### config.mk
export PLATFORM = sky130hd
export DESIGN_NAME = annexb_nal_unit_splitter_top
export DESIGN_NICKNAME = d
export VERILOG_FILES = /design/src/rtl/annexb_pkg.sv /design/src/rtl/annexb_front.sv /design/src/rtl/annexb_cmd_fifo.sv /design/src/rtl/annexb_back.sv /design/src/rtl/annexb_nal_unit_splitter_top.sv
export VERILOG_INCLUDE_DIRS = /design/src /design/src/rtl
export SDC_FILE = /design/constraint.sdc
export NUM_CORES = 1
export LEC_CHECK = 0
export ABC_AREA = 1
export BUFFER_PORTS_ARGS = -buffer_cell sky130_fd_sc_hd__buf_2
export CORE_MARGIN = 5
export CORE_UTILIZATION = 40
export CTS_CLUSTER_DIAMETER = 60
export CTS_CLUSTER_SIZE = 16
export DETAILED_ROUTE_END_ITERATION = 8
export GPL_ROUTABILITY_DRIVEN = 0
export SLEW_MARGIN = 20
export SYNTH_ARGS = -nofsm -noshare
export SYNTH_HDL_FRONTEND = slang
export SYNTH_SLANG_ARGS = --single-unit
export TNS_END_PERCENT = 100
### constraint.sdc
create_clock -name clk -period 8.3 [get_ports clk]
set_input_delay 0 -clock clk [delete_from_list [all_inputs] [get_ports clk]]
set_output_delay 0 -clock clk [all_outputs]
set_load 0.005 [all_outputs]
### src/rtl/assert_macros.svh
// Assertion macros used by the RTL top level.
`ifndef ASSERT_MACROS_SVH
`define ASSERT_MACROS_SVH

`ifndef SYNTH
`define ASSERT_ALWAYS(lbl, clk_s, rstn_s, expr, msg) \
  lbl: assert property (@(posedge clk_s) disable iff (!rstn_s) (expr)) else $error(msg);
`define ASSERT_IMPLIES(lbl, clk_s, rstn_s, ante, cons, msg) \
  lbl: assert property (@(posedge clk_s) disable iff (!rstn_s) (ante) |-> (cons)) \
    else $error(msg);
`else
`define ASSERT_ALWAYS(lbl, clk_s, rstn_s, expr, msg)
`define ASSERT_IMPLIES(lbl, clk_s, rstn_s, ante, cons, msg)
`endif

`endif

### src/rtl/annexb_pkg.sv
// Shared types and constants of the Annex B unit splitter.
`default_nettype none
package annexb_pkg;

  localparam int SIZE_BITS_DEF = 24;
  localparam int USIZE_W       = 24;
  localparam logic [USIZE_W-1:0] UNIT_SIZE_MAX = 24'hFFFFFF;

  // command queue depth, power of two
  localparam int CMD_DEPTH = 4;
  localparam int CMD_PTR_W = $clog2(CMD_DEPTH);

  localparam logic [7:0] BYTE_START    = 8'h01;
  localparam logic [7:0] BYTE_ZERO     = 8'h00;
  localparam logic [1:0] ZRUN_MAX      = 2'd3;
  localparam logic [1:0] ZRUN_START    = 2'd2;
  localparam logic [4:0] DROP_TYPE_RST = 5'd6;

  localparam logic KIND_PAYLOAD = 1'b0;
  localparam logic KIND_END     = 1'b1;

  localparam int CFG_IDX_W  = 1;
  localparam int CFG_DATA_W = 5;
  localparam logic [CFG_IDX_W-1:0] CFG_DROP_ENABLE = 1'b0;
  localparam logic [CFG_IDX_W-1:0] CFG_DROP_TYPE   = 1'b1;

  // Work for the back end: release zeros, then the byte, then close on start/eos.
  typedef struct packed {
    logic [2:0] zeros;
    logic       has_byte;
    logic [7:0] data;
    logic       start;
    logic       eos;
  } cmd_t;

  typedef struct packed {
    logic       en;
    logic [4:0] ty;
  } drop_cfg_t;

endpackage
`default_nettype wire

### src/rtl/annexb_front.sv
// Front end: start code detection and zero hold, emits back-end commands.
`default_nettype none
module annexb_front
  import annexb_pkg::*;
(
  input  wire logic       clk,
  input  wire logic       rst_n,
  input  wire logic       in_valid,
  output logic            in_stall,
  input  wire logic [7:0] in_stream_byte,
  input  wire logic       in_end_of_stream,
  input  wire logic       q_full,
  output logic            push,
  output cmd_t            cmd
);

  logic [1:0] zero_run_r, zero_run_nxt;
  logic       accept;
  logic       is_zero, is_start, nonempty;

  assign in_stall = q_full;
  assign accept   = in_valid && !q_full;

  always_comb begin
    is_zero      = (in_stream_byte == BYTE_ZERO);
    is_start     = (in_stream_byte == BYTE_START) && (zero_run_r >= ZRUN_START);
    cmd.zeros    = 3'd0;
    cmd.has_byte = 1'b0;
    cmd.data     = in_stream_byte;
    cmd.start    = 1'b0;
    cmd.eos      = in_end_of_stream;
    zero_run_nxt = zero_run_r;
    priority if (is_zero) begin
      // a fourth zero pushes the oldest held one out
      if (zero_run_r == ZRUN_MAX) begin
        cmd.zeros = 3'd1;
      end else begin
        zero_run_nxt = zero_run_r + 2'd1;
      end
    end else if (is_start) begin
      cmd.start    = 1'b1;
      zero_run_nxt = 2'd0;
    end else begin
      cmd.zeros    = {1'b0, zero_run_r};
      cmd.has_byte = 1'b1;
      zero_run_nxt = 2'd0;
    end
    if (in_end_of_stream) begin
      cmd.zeros    = cmd.zeros + {1'b0, zero_run_nxt};
      zero_run_nxt = 2'd0;
    end
    nonempty = (cmd.zeros != 3'd0) || cmd.has_byte || cmd.start || cmd.eos;
  end

  assign push = accept && nonempty;

  always_ff @(posedge clk) begin
    if (!rst_n) begin
      zero_run_r <= 2'd0;
    end else if (accept) begin
      zero_run_r <= zero_run_nxt;
    end
  end

endmodule
`default_nettype wire

### src/rtl/annexb_cmd_fifo.sv
// Short command queue between front and back end.
`default_nettype none
module annexb_cmd_fifo
  import annexb_pkg::*;
(
  input  wire logic clk,
  input  wire logic rst_n,
  input  wire logic push,
  input  cmd_t      wr_data,
  input  wire logic pop,
  output cmd_t      rd_data,
  output logic      full,
  output logic      empty
);

  cmd_t                 slot_r [CMD_DEPTH];
  logic [CMD_PTR_W-1:0] wr_ptr_r, rd_ptr_r;
  logic [CMD_PTR_W:0]   count_r;

  assign full    = (count_r == (CMD_PTR_W+1)'(CMD_DEPTH));
  assign empty   = (count_r == '0);
  assign rd_data = slot_r[rd_ptr_r];

  always_ff @(posedge clk) begin
    if (push) begin
      slot_r[wr_ptr_r] <= wr_data;
    end
  end

  always_ff @(posedge clk) begin
    if (!rst_n) begin
      wr_ptr_r <= '0;
      rd_ptr_r <= '0;
      count_r  <= '0;
    end else begin
      if (push) wr_ptr_r <= wr_ptr_r + 1'b1;
      if (pop)  rd_ptr_r <= rd_ptr_r + 1'b1;
      if (push && !pop) begin
        count_r <= count_r + 1'b1;
      end else if (pop && !push) begin
        count_r <= count_r - 1'b1;
      end
    end
  end

endmodule
`default_nettype wire

### src/rtl/annexb_back.sv
// Back end: steps through each command, tracks the unit and drives results.
`default_nettype none
module annexb_back
  import annexb_pkg::*;
#(
  parameter int SIZE_BITS = SIZE_BITS_DEF
) (
  input  wire logic               clk,
  input  wire logic               rst_n,
  input  drop_cfg_t               drop_cfg,
  input  wire logic               q_empty,
  input  cmd_t                    q_data,
  output logic                    pop,
  output logic                    out_valid,
  input  wire logic               out_stall,
  output logic                    out_item_kind,
  output logic [7:0]              out_payload_byte,
  output logic [4:0]              out_unit_type,
  output logic                    out_unit_first,
  output logic [USIZE_W-1:0]      out_unit_size,
  output logic                    out_last
);

  localparam int ExtW = (SIZE_BITS > USIZE_W) ? SIZE_BITS : USIZE_W;

  cmd_t                 cur_r, cur_nxt;
  logic                 cur_valid_r, cur_valid_nxt;
  logic                 inside_r, inside_nxt;
  logic                 await_r, await_nxt;
  logic [4:0]           type_r, type_nxt;
  logic                 drop_r, drop_nxt;
  logic [SIZE_BITS-1:0] count_r, count_nxt;

  logic                 out_valid_r;
  logic                 kind_r, first_r, last_r;
  logic [7:0]           pbyte_r;
  logic [4:0]           utype_r;
  logic [USIZE_W-1:0]   usize_r;

  logic                 step_zero, step_close, close_req, final_step;
  logic [7:0]           ub_val;
  logic [4:0]           ub_type;
  logic                 ub_drop;
  logic [SIZE_BITS-1:0] ub_base, ub_count;
  logic                 emit, out_free, adv;
  logic [ExtW-1:0]      cnt_ext;
  logic [USIZE_W-1:0]   size_sat;

  always_comb begin
    close_req  = cur_r.start || cur_r.eos;
    step_zero  = (cur_r.zeros != 3'd0);
    step_close = !step_zero && !cur_r.has_byte;
    final_step = (cur_r.zeros == 3'd1 && !cur_r.has_byte && !close_req)
              || (cur_r.zeros == 3'd0 && cur_r.has_byte && !close_req)
              || step_close;

    // one unit byte: a pending header byte settles type and drop decision
    ub_val   = step_zero ? BYTE_ZERO : cur_r.data;
    ub_type  = await_r ? ub_val[4:0] : type_r;
    ub_drop  = await_r ? (drop_cfg.en && (ub_val[4:0] == drop_cfg.ty)) : drop_r;
    ub_base  = await_r ? '0 : count_r;
    ub_count = (ub_base != '1) ? ub_base + 1'b1 : ub_base;

    cnt_ext  = ExtW'(count_r);
    size_sat = (cnt_ext > ExtW'(UNIT_SIZE_MAX)) ? UNIT_SIZE_MAX : cnt_ext[USIZE_W-1:0];

    emit     = step_close ? (inside_r && !await_r && !drop_r) : (inside_r && !ub_drop);
    out_free = !out_valid_r || !out_stall;
    adv      = cur_valid_r && (!emit || out_free);
    pop      = !q_empty && (!cur_valid_r || (adv && final_step));

    cur_nxt       = cur_r;
    cur_valid_nxt = cur_valid_r;
    inside_nxt    = inside_r;
    await_nxt     = await_r;
    type_nxt      = type_r;
    drop_nxt      = drop_r;
    count_nxt     = count_r;

    if (adv) begin
      if (step_close) begin
        if (cur_r.eos) begin
          inside_nxt = 1'b0;
          await_nxt  = 1'b0;
          type_nxt   = 5'd0;
          drop_nxt   = 1'b0;
          count_nxt  = '0;
        end else begin
          inside_nxt = 1'b1;
          await_nxt  = 1'b1;
        end
      end else begin
        if (inside_r) begin
          await_nxt = 1'b0;
          type_nxt  = ub_type;
          drop_nxt  = ub_drop;
          count_nxt = ub_count;
        end
        if (step_zero) begin
          cur_nxt.zeros = cur_r.zeros - 3'd1;
        end else begin
          cur_nxt.has_byte = 1'b0;
        end
      end
      if (final_step) cur_valid_nxt = 1'b0;
    end
    if (pop) begin
      cur_nxt       = q_data;
      cur_valid_nxt = 1'b1;
    end
  end

  always_ff @(posedge clk) begin
    if (!rst_n) begin
      cur_valid_r <= 1'b0;
      inside_r    <= 1'b0;
      await_r     <= 1'b0;
      type_r      <= 5'd0;
      drop_r      <= 1'b0;
      count_r     <= '0;
      out_valid_r <= 1'b0;
    end else begin
      cur_valid_r <= cur_valid_nxt;
      inside_r    <= inside_nxt;
      await_r     <= await_nxt;
      type_r      <= type_nxt;
      drop_r      <= drop_nxt;
      count_r     <= count_nxt;
      if (adv && emit) begin
        out_valid_r <= 1'b1;
      end else if (!out_stall) begin
        out_valid_r <= 1'b0;
      end
    end
  end

  always_ff @(posedge clk) begin
    cur_r <= cur_nxt;
    if (adv && emit) begin
      kind_r  <= step_close ? KIND_END : KIND_PAYLOAD;
      pbyte_r <= step_close ? BYTE_ZERO : ub_val;
      utype_r <= step_close ? type_r : ub_type;
      first_r <= !step_close && await_r;
      usize_r <= step_close ? size_sat : '0;
      last_r  <= final_step;
    end
  end

  assign out_valid        = out_valid_r;
  assign out_item_kind    = kind_r;
  assign out_payload_byte = pbyte_r;
  assign out_unit_type    = utype_r;
  assign out_unit_first   = first_r;
  assign out_unit_size    = usize_r;
  assign out_last         = last_r;

endmodule
`default_nettype wire

### src/rtl/annexb_nal_unit_splitter_top.sv
// Top level of the Annex B NAL unit splitter.
`default_nettype none
`include "assert_macros.svh"
// Splits an H.264 Annex B byte stream at 00 00 01 start codes (a leading zero
// makes it a 4-byte code) and emits each unit byte with its 5-bit type and a
// header mark, followed by an end item with the saturating byte count. Bytes
// before the first start code and, when dropping is enabled, units of the
// configured drop type are discarded; end_of_stream flushes held zeros and
// closes the open unit. One byte is accepted per cycle while the back end
// keeps up. The back-end step sequencer works through a request one step at
// a time: each released zero, the byte itself, and the unit close are one
// step each, whether or not the step yields a result, and a stalled result
// holds the sequencer. A four-entry command queue lets the front keep
// accepting while the back end works through a burst; zeros held for start
// code detection are not passed to the back end until released.
module annexb_nal_unit_splitter_top
  import annexb_pkg::*;
#(
  parameter int SIZE_BITS = SIZE_BITS_DEF
) (
  input  wire logic                  clk,
  input  wire logic                  rst_n,
  input  wire logic                  cfg_we,
  input  wire logic [CFG_IDX_W-1:0]  cfg_index,
  input  wire logic [CFG_DATA_W-1:0] cfg_wdata,
  input  wire logic                  in_valid,
  output logic                       in_stall,
  input  wire logic [7:0]            in_stream_byte,
  input  wire logic                  in_end_of_stream,
  output logic                       out_valid,
  input  wire logic                  out_stall,
  output logic                       out_item_kind,
  output logic [7:0]                 out_payload_byte,
  output logic [4:0]                 out_unit_type,
  output logic                       out_unit_first,
  output logic [USIZE_W-1:0]         out_unit_size,
  output logic                       out_last
);

  drop_cfg_t drop_cfg_r;
  cmd_t      push_cmd, pop_cmd;
  logic      push, pop, q_full, q_empty;

  always_ff @(posedge clk) begin
    if (!rst_n) begin
      drop_cfg_r.en <= 1'b1;
      drop_cfg_r.ty <= DROP_TYPE_RST;
    end else if (cfg_we) begin
      unique case (cfg_index)
        CFG_DROP_ENABLE: drop_cfg_r.en <= cfg_wdata[0];
        CFG_DROP_TYPE:   drop_cfg_r.ty <= cfg_wdata[4:0];
        default:         drop_cfg_r    <= drop_cfg_r;
      endcase
    end
  end

  annexb_front u_front (
    .clk              (clk),
    .rst_n            (rst_n),
    .in_valid         (in_valid),
    .in_stall         (in_stall),
    .in_stream_byte   (in_stream_byte),
    .in_end_of_stream (in_end_of_stream),
    .q_full           (q_full),
    .push             (push),
    .cmd              (push_cmd)
  );

  annexb_cmd_fifo u_fifo (
    .clk     (clk),
    .rst_n   (rst_n),
    .push    (push),
    .wr_data (push_cmd),
    .pop     (pop),
    .rd_data (pop_cmd),
    .full    (q_full),
    .empty   (q_empty)
  );

  annexb_back #(
    .SIZE_BITS (SIZE_BITS)
  ) u_back (
    .clk              (clk),
    .rst_n            (rst_n),
    .drop_cfg         (drop_cfg_r),
    .q_empty          (q_empty),
    .q_data           (pop_cmd),
    .pop              (pop),
    .out_valid        (out_valid),
    .out_stall        (out_stall),
    .out_item_kind    (out_item_kind),
    .out_payload_byte (out_payload_byte),
    .out_unit_type    (out_unit_type),
    .out_unit_first   (out_unit_first),
    .out_unit_size    (out_unit_size),
    .out_last         (out_last)
  );

  `ASSERT_ALWAYS(a_no_push_full, clk, rst_n, !(push && q_full), "request pushed into full queue")
  `ASSERT_ALWAYS(a_no_pop_empty, clk, rst_n, !(pop && q_empty), "request popped from empty queue")
  `ASSERT_IMPLIES(a_end_fields, clk, rst_n,
                  out_valid && (out_item_kind == KIND_END),
                  (out_payload_byte == BYTE_ZERO) && !out_unit_first,
                  "end item carries payload fields")
  `ASSERT_IMPLIES(a_payload_size, clk, rst_n,
                  out_valid && (out_item_kind == KIND_PAYLOAD),
                  out_unit_size == '0,
                  "payload item carries a size")

endmodule
`default_nettype wire
==> metrics.yaml <==
drt:
  dr.pass1.iters: 5
  post_drt_wl_per_cell_um: 14.3
  drt_iter0_markers: 254
  routed_wl_mm: 16.1
  vias: 5532
  drt-vias-per-instance: 4.92
  ant_nets: 0
  route.detailed.drc: 0
clock_tree:
  clkTransAtPathRegs_ns: 0.06
  cts_resized: 0
  clk_latency_ns: 0.43
  cts_buffers: 17
  clock_sinks: 161
  ctsRootBufferMaster: "clkbuf_16"
  post-cts-setup-buffers: 0
  cts_buffer_depth: 2
  cts_htree_levels: 4
  cts_hold_buf: 20
  cts_tree: "done"
final_layout:
  n_antenna_cell: 0
  final_area_mm2: 0.00876
  final_cells: 1125
  fin_util_pct: 47.0
  fillers: 1769
  ff_latch_area_mm2: 0.00432
  drive_gt1_share_pct: 16.4
  nNetsFinal: 910
  multi_input_area_mm2: 0.00271
  area_growth_pct: 15.8
sta:
  hold_slack_ns: 0.0295
  period_minus_slack_ns: 3.47
  maxSlewViolCount: 0
  slew_headroom_pct: 48.8
  period_share_pct: 41.8
  finalHoldViolCount: 0
  final-setup-viol-count: 0
  skew_ns: 0.0180
  tightest_slew_ns: 0.769
  rsz0062_at_grt: "no"
  max_freq_mhz: 288
  fin_tns_setup_ns: 0
floorplan:
  die_h_um: 148
  initial_core_util_pct: 40.6
  die_w_um: 148
  io_pins: 62
  core_mm2: 0.0186
  row_count: 50
  dieArea_mm2: 0.0218
yosys:
  netlist_area_mm2: 0.00757
  ys_seq_elements: 161
  ys_async_sr_fraction_pct: 0
  synth_largest_area_cell: "edfxtp_1"
  synth_area_leaders: "edfxtp_1 44%, dfxtp_1 13%, nor2_1 7.2%, nand2_1 5.8%, o21ai_0 4.6%"
  synth_flop_cell: "edfxtp_1"
  netlist.area_leader.share_pct: 43.7
  synth_top_family_by_area: "simple AND/OR/NAND/NOR gates"
  synth_compound_area_share_pct: 10.3
  synthSimpleGateAreaFrac_pct: 20.6
  ys_seq_area_share_pct: 57.1
  synth_xor_area_share_pct: 2.55
  synthCells: 801
  synth_fa_ha_area_share_pct: 2.18
  synthDistinctLibCells: 43
  syn_nets: 833
  synthMuxAreaShare_pct: 0.132
  synth_edf_count: 110
  syn_area_per_cell_um2: 9.45
  synth_warnings: 0
worst_setup_path:
  cp-start-kind: "flop"
  crit_arrival_ns: 3.78
  crit_fanout: 51
  required_ns: 8.61
  critPathKind: "flop to flop"
  setup.worst_path.end_class: "flop"
grt:
  grt_usage_pct: 15.4
  antenna_found_initial: 0
  grt_pass1_wl_mm: 27.0
  grt_max_degree: 52
  grt_pass1_vias: 5415
  grt-ovfl-total: 0
status:
  outcome: "completed"
run:
  max_cap_violations: 0
power:
  leakage_nw: 3.38
  vdd_drop_max_mv: 0.156
  power.density_mw_per_mm2: 273
placement:
  io_buffers: 61
  dp_hpwl_mm: 10.9
  dp_cells: 1073
  detailed_place.area_mm2: 0.00802
worst_hold_path:
  hp-class: "primary input to flop"
## routing by layer
metal / GRT usage (%) / wire, um / vias to the layer above
met5: 0 / 0 / -
met4: 5.73 / 287 / 0
met3: 3.43 / 551 / 27
met2: 26.3 / 7950 / 99
met1: 19.3 / 7290 / 2584
li1: - / - / 2822
## metrics by stage
step	setup WS, ns	total power [mW]
after global placement	4.92	1.69
after detailed placement	4.83	1.70
after global routing	4.48	2.55
after floorplan	5.49	1.55
after CTS	4.83	2.42
final	4.83	2.40
## cells in the final DEF (no fill, tap or decap), types with 17 or more instances in the layout
cell type | Yosys | layout
a21oi_1 | 42 | 42
buf_2 | 3 | 61
clkbuf_16 | 0 | 17
dfxtp_1 | 51 | 51
dlygate4sd3_1 | 0 | 20
edfxtp_1 | 110 | 110
inv_1 | 81 | 81
nand2_1 | 116 | 116
nand3_1 | 28 | 28
nor2_1 | 146 | 146
o21ai_0 | 69 | 69
xor2_1 | 18 | 18
## sequential cells by signal (all words and copies together) (netlist names), 3 cells and up, named ones only
| name | flops |
|---|---|
| u_back.cnt_ext | 24 |
| u_back.out_payload_byte | 8 |
| u_back.out_unit_type | 5 |
| u_back.out_unit_size | 24 |
| u_back.type_r | 5 |
| u_fifo.count_r | 3 |
| drop_cfg_r | 6 |
| u_fifo.slot_r | 56 |
| u_back.cur_r | 14 |
## cell type report
type                       instances  share of cell area, %
tap                              234                   3.34
clock inverter                    14                   1.23
inverter                          89                   3.87
clock buffer                      18                   4.90
timing repair buffer              88                   6.37
multi-input combinational        521                   30.9
sequential                       161                   49.4
## critical path: stages, from the launching register on
cell      delay, ns
edfxtp_1       0.42
inv_1          0.11
ha_1           0.42
nand2_4        0.10
nor2_4         0.37
inv_4          0.29
nand2_2        0.19
nand3_4        0.09
nand2_1        0.08
nand2_2        0.09
nand2_4        0.11
ha_1           0.15
inv_1          0.06
fa_1           0.39
a21oi_1        0.14
o21ai_0        0.11
o21ai_0        0.15
a21oi_1        0.06
## cells by family (layout without fill, tap and decap cells)
family	after synthesis	after routing
simple gates	343	343
flops	161	161
compound gates	143	143
buf+inv	119	209
xor+xnor	22	22
fa+ha+maj	12	12
mux	1	1
## power breakdown
part | internal [mW] | switching [mW] | total, mW
combinational | 0.187 | 0.418 | 0.606
clock | 0.386 | 0.328 | 0.714
sequential | 1.01 | 0.0704 | 1.08
## cell usage after synthesis (3+ instances only)
cell and number:
a21oi_1 42, edfxtp_1 110, ha_1 10, nor2_1 146, buf_4 3, o21ai_0 69, nor3_2 3, inv_1 81
nor3_1 4, dfxtp_1 51, clkbuf_1 14, buf_6 9, o21ai_1 5, nand3_2 4, inv_2 4, nand3_1 28
o22ai_1 12, nand2_1 116, xnor2_1 4, xor2_1 18, o211ai_1 5, nand4_1 9, nor2_2 7, buf_2 3
nand2_4 3, nand2_2 5, a21oi_2 8, nor2_4 8
## path summary, 6_finish.rpt
| kind | startpoint | to | slack (ns) | depth (start not counted) |
|---|---|---|---|---|
| max | u_back.cur_r[11] | u_fifo.count_r[2] | 4.83 | 17 |
| min | in_valid | u_front.zero_run_r[1] | 0.03 | 4 |
| max reg2reg | u_back.cur_r[11] | u_fifo.count_r[2] | 4.83 | 17 |
| min reg2reg | u_back.type_r[4] | u_back.type_r[4] | 0.47 | 2 |
Power figures use the tool's default switching activity.
